[src/design/meie_pkg.sv]
package meie_pkg;

  // widths of the stream fields
  localparam int VALUE_W   = 32;
  localparam int MODULUS_W = 32;
  localparam int INVERSE_W = 32;
  localparam int IN_DATA_W = VALUE_W + MODULUS_W;

  typedef enum logic [1:0] {
    ST_IDLE,
    ST_CHECK,
    ST_RUN,
    ST_OUT
  } state_t;

  // control from the sequencer to the division/MAC unit
  typedef struct packed {
    logic start;
  } step_ctrl_t;

  // status from the division/MAC unit back to the sequencer
  typedef struct packed {
    logic busy;
    logic done;
  } step_stat_t;

endpackage

[src/design/meie_step.sv]
// One Euclid step: restoring division of dividend by divisor, one quotient
// bit per cycle, MSB first. Each quotient bit also feeds a Horner-style
// shift-add of q * mult, so acc ends as (q * mult) mod 2^WIDTH.
module meie_step #(
  parameter int WIDTH = 32
) (
  input  logic                clk,
  input  logic                rst,
  input  meie_pkg::step_ctrl_t ctrl,
  output meie_pkg::step_stat_t stat,
  input  logic [WIDTH-1:0]    dividend,
  input  logic [WIDTH-1:0]    divisor,
  input  logic [WIDTH-1:0]    mult,
  output logic [WIDTH-1:0]    rem,
  output logic [WIDTH-1:0]    acc
);

  localparam int CNT_W = $clog2(WIDTH);

  logic             busy;
  logic             done;
  logic [CNT_W-1:0] cnt;
  logic [WIDTH-1:0] dvd;

  logic [WIDTH:0]   shifted;
  logic [WIDTH:0]   diff;
  logic             qbit;
  logic [WIDTH-1:0] rem_next;
  logic [WIDTH-1:0] acc_next;

  always_comb begin
    shifted  = {rem, dvd[WIDTH-1]};
    diff     = shifted - {1'b0, divisor};
    qbit     = (shifted >= {1'b0, divisor});
    rem_next = qbit ? diff[WIDTH-1:0] : shifted[WIDTH-1:0];
    acc_next = {acc[WIDTH-2:0], 1'b0} + (qbit ? mult : '0);
  end

  always_ff @(posedge clk) begin
    if (rst) begin
      busy <= 1'b0;
      done <= 1'b0;
      cnt  <= '0;
    end else begin
      done <= 1'b0;
      if (ctrl.start) begin
        busy <= 1'b1;
        cnt  <= CNT_W'(WIDTH - 1);
      end else if (busy) begin
        cnt <= cnt - 1'b1;
        if (cnt == '0) begin
          busy <= 1'b0;
          done <= 1'b1;
        end
      end
    end
  end

  // datapath, no reset needed
  always_ff @(posedge clk) begin
    if (ctrl.start) begin
      dvd <= dividend;
      rem <= '0;
      acc <= '0;
    end else if (busy) begin
      dvd <= {dvd[WIDTH-2:0], 1'b0};
      rem <= rem_next;
      acc <= acc_next;
    end
  end

  assign stat.busy = busy;
  assign stat.done = done;

endmodule

[src/design/modular_inverse_extended_euclid.sv]
// Modular inverse by the extended Euclidean algorithm.
// Input stream: s_tdata carries value (bits 31:0) and modulus (bits 63:32);
// only the low WIDTH bits of each are used. Output stream: m_tdata is the
// inverse, m_tuser is the found flag (0 means no inverse, data then 0).
// One word is processed at a time: s_tready is high only while idle.
// Each Euclid step starts the shared division/MAC unit from ST_CHECK and
// waits for its done in ST_RUN; once the remainder is zero, ST_CHECK
// registers the result and ST_OUT raises m_tvalid. The result is held in an
// output register until m_tready; a stalled receiver simply keeps the block
// out of idle. Synchronous reset returns the block to idle with m_tvalid low.
module modular_inverse_extended_euclid #(
  parameter int WIDTH = 32
) (
  input  logic                             clk,
  input  logic                             rst,
  input  logic                             s_tvalid,
  output logic                             s_tready,
  input  logic [meie_pkg::IN_DATA_W-1:0]   s_tdata,   // value, modulus
  output logic                             m_tvalid,
  input  logic                             m_tready,
  output logic [meie_pkg::INVERSE_W-1:0]   m_tdata,   // inverse
  output logic                             m_tuser    // found
);

  meie_pkg::state_t state, state_next;

  logic [WIDTH-1:0] r;
  logic [WIDTH-1:0] rn;
  logic [WIDTH-1:0] tmag;
  logic [WIDTH-1:0] tnmag;
  logic             tneg;
  logic [WIDTH-1:0] mod;

  logic [WIDTH-1:0] rem;
  logic [WIDTH-1:0] acc;

  meie_pkg::step_ctrl_t ctrl;
  meie_pkg::step_stat_t stat;

  logic [WIDTH-1:0] inv_w;
  logic             ok;
  logic [63:0]      inv_ext;

  meie_step #(
    .WIDTH(WIDTH)
  ) u_step (
    .clk     (clk),
    .rst     (rst),
    .ctrl    (ctrl),
    .stat    (stat),
    .dividend(r),
    .divisor (rn),
    .mult    (tnmag),
    .rem     (rem),
    .acc     (acc)
  );

  // next state
  always_comb begin
    state_next = state;
    case (state)
      meie_pkg::ST_IDLE:  if (s_tvalid) state_next = meie_pkg::ST_CHECK;
      meie_pkg::ST_CHECK: state_next = (rn == '0) ? meie_pkg::ST_OUT : meie_pkg::ST_RUN;
      meie_pkg::ST_RUN:   if (stat.done) state_next = meie_pkg::ST_CHECK;
      meie_pkg::ST_OUT:   if (m_tready) state_next = meie_pkg::ST_IDLE;
      default:            state_next = meie_pkg::ST_IDLE;
    endcase
  end

  // outputs
  always_comb begin
    s_tready   = 1'b0;
    m_tvalid   = 1'b0;
    ctrl.start = 1'b0;
    case (state)
      meie_pkg::ST_IDLE:  s_tready = 1'b1;
      meie_pkg::ST_CHECK: ctrl.start = (rn != '0);
      meie_pkg::ST_OUT:   m_tvalid = 1'b1;
      default:            ;
    endcase
  end

  always_ff @(posedge clk) begin
    if (rst) begin
      state <= meie_pkg::ST_IDLE;
    end else begin
      state <= state_next;
    end
  end

  // final result from the last remainder and coefficient
  always_comb begin
    ok    = (r <= WIDTH'(1));
    inv_w = '0;
    if (ok) begin
      inv_w = (tneg && tmag != '0) ? (mod - tmag) : tmag;
    end
    inv_ext = 64'(inv_w);
  end

  always_ff @(posedge clk) begin
    case (state)
      meie_pkg::ST_IDLE: begin
        if (s_tvalid) begin
          rn    <= WIDTH'(s_tdata[meie_pkg::VALUE_W-1:0]);
          r     <= WIDTH'(s_tdata[meie_pkg::IN_DATA_W-1:meie_pkg::VALUE_W]);
          mod   <= WIDTH'(s_tdata[meie_pkg::IN_DATA_W-1:meie_pkg::VALUE_W]);
          tmag  <= '0;
          tnmag <= WIDTH'(1);
          tneg  <= 1'b1;
        end
      end
      meie_pkg::ST_CHECK: begin
        if (rn == '0) begin
          m_tdata <= inv_ext[meie_pkg::INVERSE_W-1:0];
          m_tuser <= ok;
        end
      end
      meie_pkg::ST_RUN: begin
        // coefficient signs alternate, so t - q*t_new is a magnitude sum
        if (stat.done) begin
          r     <= rn;
          rn    <= rem;
          tmag  <= tnmag;
          tnmag <= acc + tmag;
          tneg  <= ~tneg;
        end
      end
      default: ;
    endcase
  end

endmodule

[config.mk]
export PLATFORM = sky130hd
export DESIGN_NAME = modular_inverse_extended_euclid
export DESIGN_NICKNAME = d
export VERILOG_FILES = /design/src/design/meie_pkg.sv /design/src/design/meie_step.sv /design/src/design/modular_inverse_extended_euclid.sv
export SDC_FILE = /design/constraint.sdc
export NUM_CORES = 1
export LEC_CHECK = 0
export BUFFER_PORTS_ARGS = -buffer_cell sky130_fd_sc_hd__buf_4
export CORE_MARGIN = 4
export CORE_UTILIZATION = 38
export DETAILED_ROUTE_END_ITERATION = 16
export SLEW_MARGIN = 15
export SYNTH_ARGS = -nofsm -noshare
export SYNTH_HDL_FRONTEND = slang
export SYNTH_SLANG_ARGS = --single-unit
[constraint.sdc]
create_clock -name clk -period 10.3 [get_ports clk]
set_input_delay 0.515 -clock clk [delete_from_list [all_inputs] [get_ports clk]]
set_output_delay 0.515 -clock clk [all_outputs]
set_load 0.05 [all_outputs]
==> out/results.tsv <==
stage	metric	value	unit
clock_tree	cts.sink_count	299	
synth	ys_top_cells_by_area	sky130_fd_sc_hd__edfxtp_1 (37%), sky130_fd_sc_hd__ha_1 (8.6%), sky130_fd_sc_hd__dfxtp_1 (7.9%)	
floorplanning	start_util	38.5	%
sta	final_min_period_over_clock_period	60.7	%
synth	ys_top_cells_by_count	sky130_fd_sc_hd__nand2_1 (285), sky130_fd_sc_hd__edfxtp_1 (226), sky130_fd_sc_hd__nor2_1 (188), sky130_fd_sc_hd__a21oi_1 (165), sky130_fd_sc_hd__ha_1 (126)	
place	gp_congestion	0.912	
layout	fillers	4674	
drt	viasPerCell	5.47	
critical_path	cp-start-kind	flop	
layout	fin_cells	2678	
sta	report.final.slew_viol_count	0	
layout	diodes	0	
synth	postSynthNetCount	2168	
synth	yosysTopAreaCellShare	36.9	%
critical_path	critical-path-max-stage-delay	0.65	ns
power_and_ir_drop	cellLeakagePower	8.67	nW
critical_path	crit_path_max_fanout	53	
synth	most_frequent_cell_after_synthesis	sky130_fd_sc_hd__nand2_1	
power_and_ir_drop	peakVddDrop	0.130	mV
global_route	grt_util_all_layers	19.0	%
sta	achievable-frequency	160	MHz
global_route	first_global_vias	14000	
sta	finalWorstSetupSlack	4.05	ns
worst_hold_path	worstHoldPathType	in2reg	
clock_tree	number_of_h_tree_levels	2	
synth	yosys.cell_types.count	82	
global_route	overflow	0	
synth	syn_avg_cell_area	9.34	sq um
sta	worst_pin_slew	1.07	ns
synth	ys_async_sr_fraction	0	%
flow_run	max_cap_viol_count	0	
critical_path	chain_of_cells_forming_the_critical_path	inv_1, ha_1, and2_1, or4_4, o21ai_2, a31oi_1, nor4_4, o21ba_4, buf_4, nor2b_1, ha_1, fa_1, a211oi_1, o211ai_1, nand4bb_1, o211ai_1, a21o_1, a221oi_2, o2111ai_2, o31ai_1, xnor2_1, a21oi_1	
global_route	grt_max_degree	85	
synth	ys_seq_area_share	44.8	%
place	port-buffer-count	102	
place	dp_cells	2613	
critical_path	endpoint_kind	flop	
power_and_ir_drop	power_per_cell_area	237	nW/um^2
sta	finalSetupTns	0	ns
clock_tree	cts_root_buffer	sky130_fd_sc_hd__clkbuf_16	
sta	timing.final.crit_period	6.25	ns
clock_tree	cts-hold-fix-buffers	0	
place	half_perimeter_wire_length_after_placement	37.8	mm
place	post_dp_cell_area	19700	sq um
layout	utilization	43.6	%
layout	share_of_cells_above_drive_strength_1	9.79	%
critical_path	timing.critical_path.slowest_stage_cell	sky130_fd_sc_hd__o21ba_4	
synth	synth.ff_latch_count	299	
synth	synth_edf_count	226	
synth	synth.yosys.warnings	0	
synth	synthFlopType	sky130_fd_sc_hd__edfxtp_1	
synth	synth_area_leader_cell	sky130_fd_sc_hd__edfxtp_1	
floorplanning	core-area	47800	sq um
sta	grt_setup_unrepaired	false	
floorplanning	dieWidth	228	um
critical_path	timing.critical_path.buf_inv	2	
critical_path	worst_path_dominant_cell_family	compound AO/OA/AOI/OAI gates	
clock_tree	tritoncts.num_buffers	36	
power_and_ir_drop	report.power.total	4.94	mW
layout	layout.nets	2234	
floorplanning	die-area	52000	sq um
drt	detail_route.wl_per_cell	19.1	um
drt	drc	0	
status	outcome	complete, no violations	
drt	antenna_left	0	
drt	detailroute.via_count	14600	
critical_path	setup.worst_path.class	reg2reg	
floorplanning	floorplan.rows	80	
global_route	wire_length_of_the_first_global_routing_pass	79.3	mm
clock_tree	clock_insertion_delay_worst_skew	0.56	ns
layout	final_cell_area	20900	sq um
floorplanning	io_pins	103	
sta	finalHoldWorstSlack	0.153	ns
critical_path	cp_data_arrival_time	6.64	ns
sta	layout_skew	0.0385	ns
clock_tree	cts_tree	done	
clock_tree	cts_resized	0	
sta	finalHoldViolations	0	
drt	dr.first_iter.drc_count	1241	
layout	areaGrowthSynthToFinish	13.5	%
place	post-place-ws	4.06	ns
synth	post_synthesis_instance_total	1970	
clock_tree	ctsLongestPathBuffers	3	
sta	max-slew-margin-rel	28.6	%
floorplanning	die_h	228	um
clock_tree	clkSlewWorstSetupHoldPaths	0.06	ns
critical_path	timing.critical_path.required	10.69	ns
sta	setup_viol_count_final	0	
drt	detailed_routing_iterations_pass_1	7	
global_route	initial_antenna_violation_count	3	
synth	mappedNetlistArea	18400	sq um
clock_tree	cts_setup_buffers	0	
drt	wirelength	51.1	mm
==> report_power, final <==
group	internal [mW]	total (mW)	leakage (nW)	switching (mW)
Sequential	1.51	1.69	2.77	0.187
Clock	0.749	1.28	0.568	0.531
Combinational	0.798	1.97	5.33	1.17
==> layout by cell type (no fill, tap or decap), types with 5 or more instances in the layout <==
cell type / count
sky130_fd_sc_hd__xnor2_1: 58
sky130_fd_sc_hd__buf_4: 113
sky130_fd_sc_hd__xor2_1: 46
sky130_fd_sc_hd__nand2b_1: 19
sky130_fd_sc_hd__inv_1: 98
sky130_fd_sc_hd__nand3_1: 28
sky130_fd_sc_hd__o21a_1: 20
sky130_fd_sc_hd__a211o_1: 6
sky130_fd_sc_hd__nor2_1: 188
sky130_fd_sc_hd__a31oi_1: 12
sky130_fd_sc_hd__nand2_1: 285
sky130_fd_sc_hd__and3_1: 9
sky130_fd_sc_hd__a21oi_1: 165
sky130_fd_sc_hd__o21ai_0: 112
sky130_fd_sc_hd__a211oi_1: 29
sky130_fd_sc_hd__and2_1: 38
sky130_fd_sc_hd__clkinv_2: 8
sky130_fd_sc_hd__o31a_1: 5
sky130_fd_sc_hd__nand4_1: 22
sky130_fd_sc_hd__ha_1: 126
sky130_fd_sc_hd__o31ai_1: 9
sky130_fd_sc_hd__o21ai_1: 7
sky130_fd_sc_hd__nand3b_1: 5
sky130_fd_sc_hd__a21o_1: 47
sky130_fd_sc_hd__nor2b_1: 48
sky130_fd_sc_hd__clkbuf_16: 36
sky130_fd_sc_hd__nor4_1: 27
sky130_fd_sc_hd__o211ai_1: 7
sky130_fd_sc_hd__dfxtp_1: 72
sky130_fd_sc_hd__o21bai_1: 19
sky130_fd_sc_hd__edfxtp_1: 226
sky130_fd_sc_hd__nor3_1: 24
sky130_fd_sc_hd__mux2i_1: 40
==> path summary, 6_finish.rpt <==
| kind | from | end | slack, ns | cells after the start |
|---|---|---|---|---|
| max | rn[6] | u_step.acc[31] | 4.05 | 22 |
| min | s_tdata[45] | mod[13] | 0.15 | 1 |
| max reg2reg | rn[6] | u_step.acc[31] | 4.05 | 22 |
| min reg2reg | u_step.dvd[30] | u_step.dvd[31] | 0.51 | 2 |
==> logic make-up after synthesis <==
| logic type | count (synthesis) | synth area share [%] |
|---|---|---|
| adder cells (fa/ha/maj) | 130 | 9.00 |
| buffers and inverters | 183 | 4.01 |
| AO/OA/AOI/OAI | 489 | 16.7 |
| flip-flops | 299 | 44.8 |
| XOR/XNOR | 105 | 5.04 |
| multiplexers | 40 | 2.18 |
| AND/OR/NAND/NOR | 724 | 18.3 |
==> per-layer routing <==
layer  global-route usage (%)  vias to the layer above  wire (um)
li1                         -                     7190          -
met1                     27.7                     6961      24300
met2                     29.9                      409      22700
met3                     2.84                       76       2900
met4                     4.61                        0       1170
met5                        0                        -          0
==> state kept, by name, summed over array words and instances, names as in the netlist <==
name,count
m_tdata,32
m_tuser,1
mod,32
r,32
rn,32
state,2
tmag,32
tneg,1
tnmag,32
u_step.acc,32
u_step.busy,1
u_step.cnt,5
u_step.done,1
u_step.dvd,32
u_step.rem,32
==> layout make-up <==
type	count	area, sq um	area share [%]
Tap cell	615	769	3.69
Clock buffer	40	916	4.39
Sequential cell	299	8250	39.5
Multi-Input combinational cell	1488	9460	45.3
Timing Repair Buffer	113	848	4.06
Inverter	98	368	1.76
Clock inverter	25	256	1.23
(Power assumes the default switching activity.)
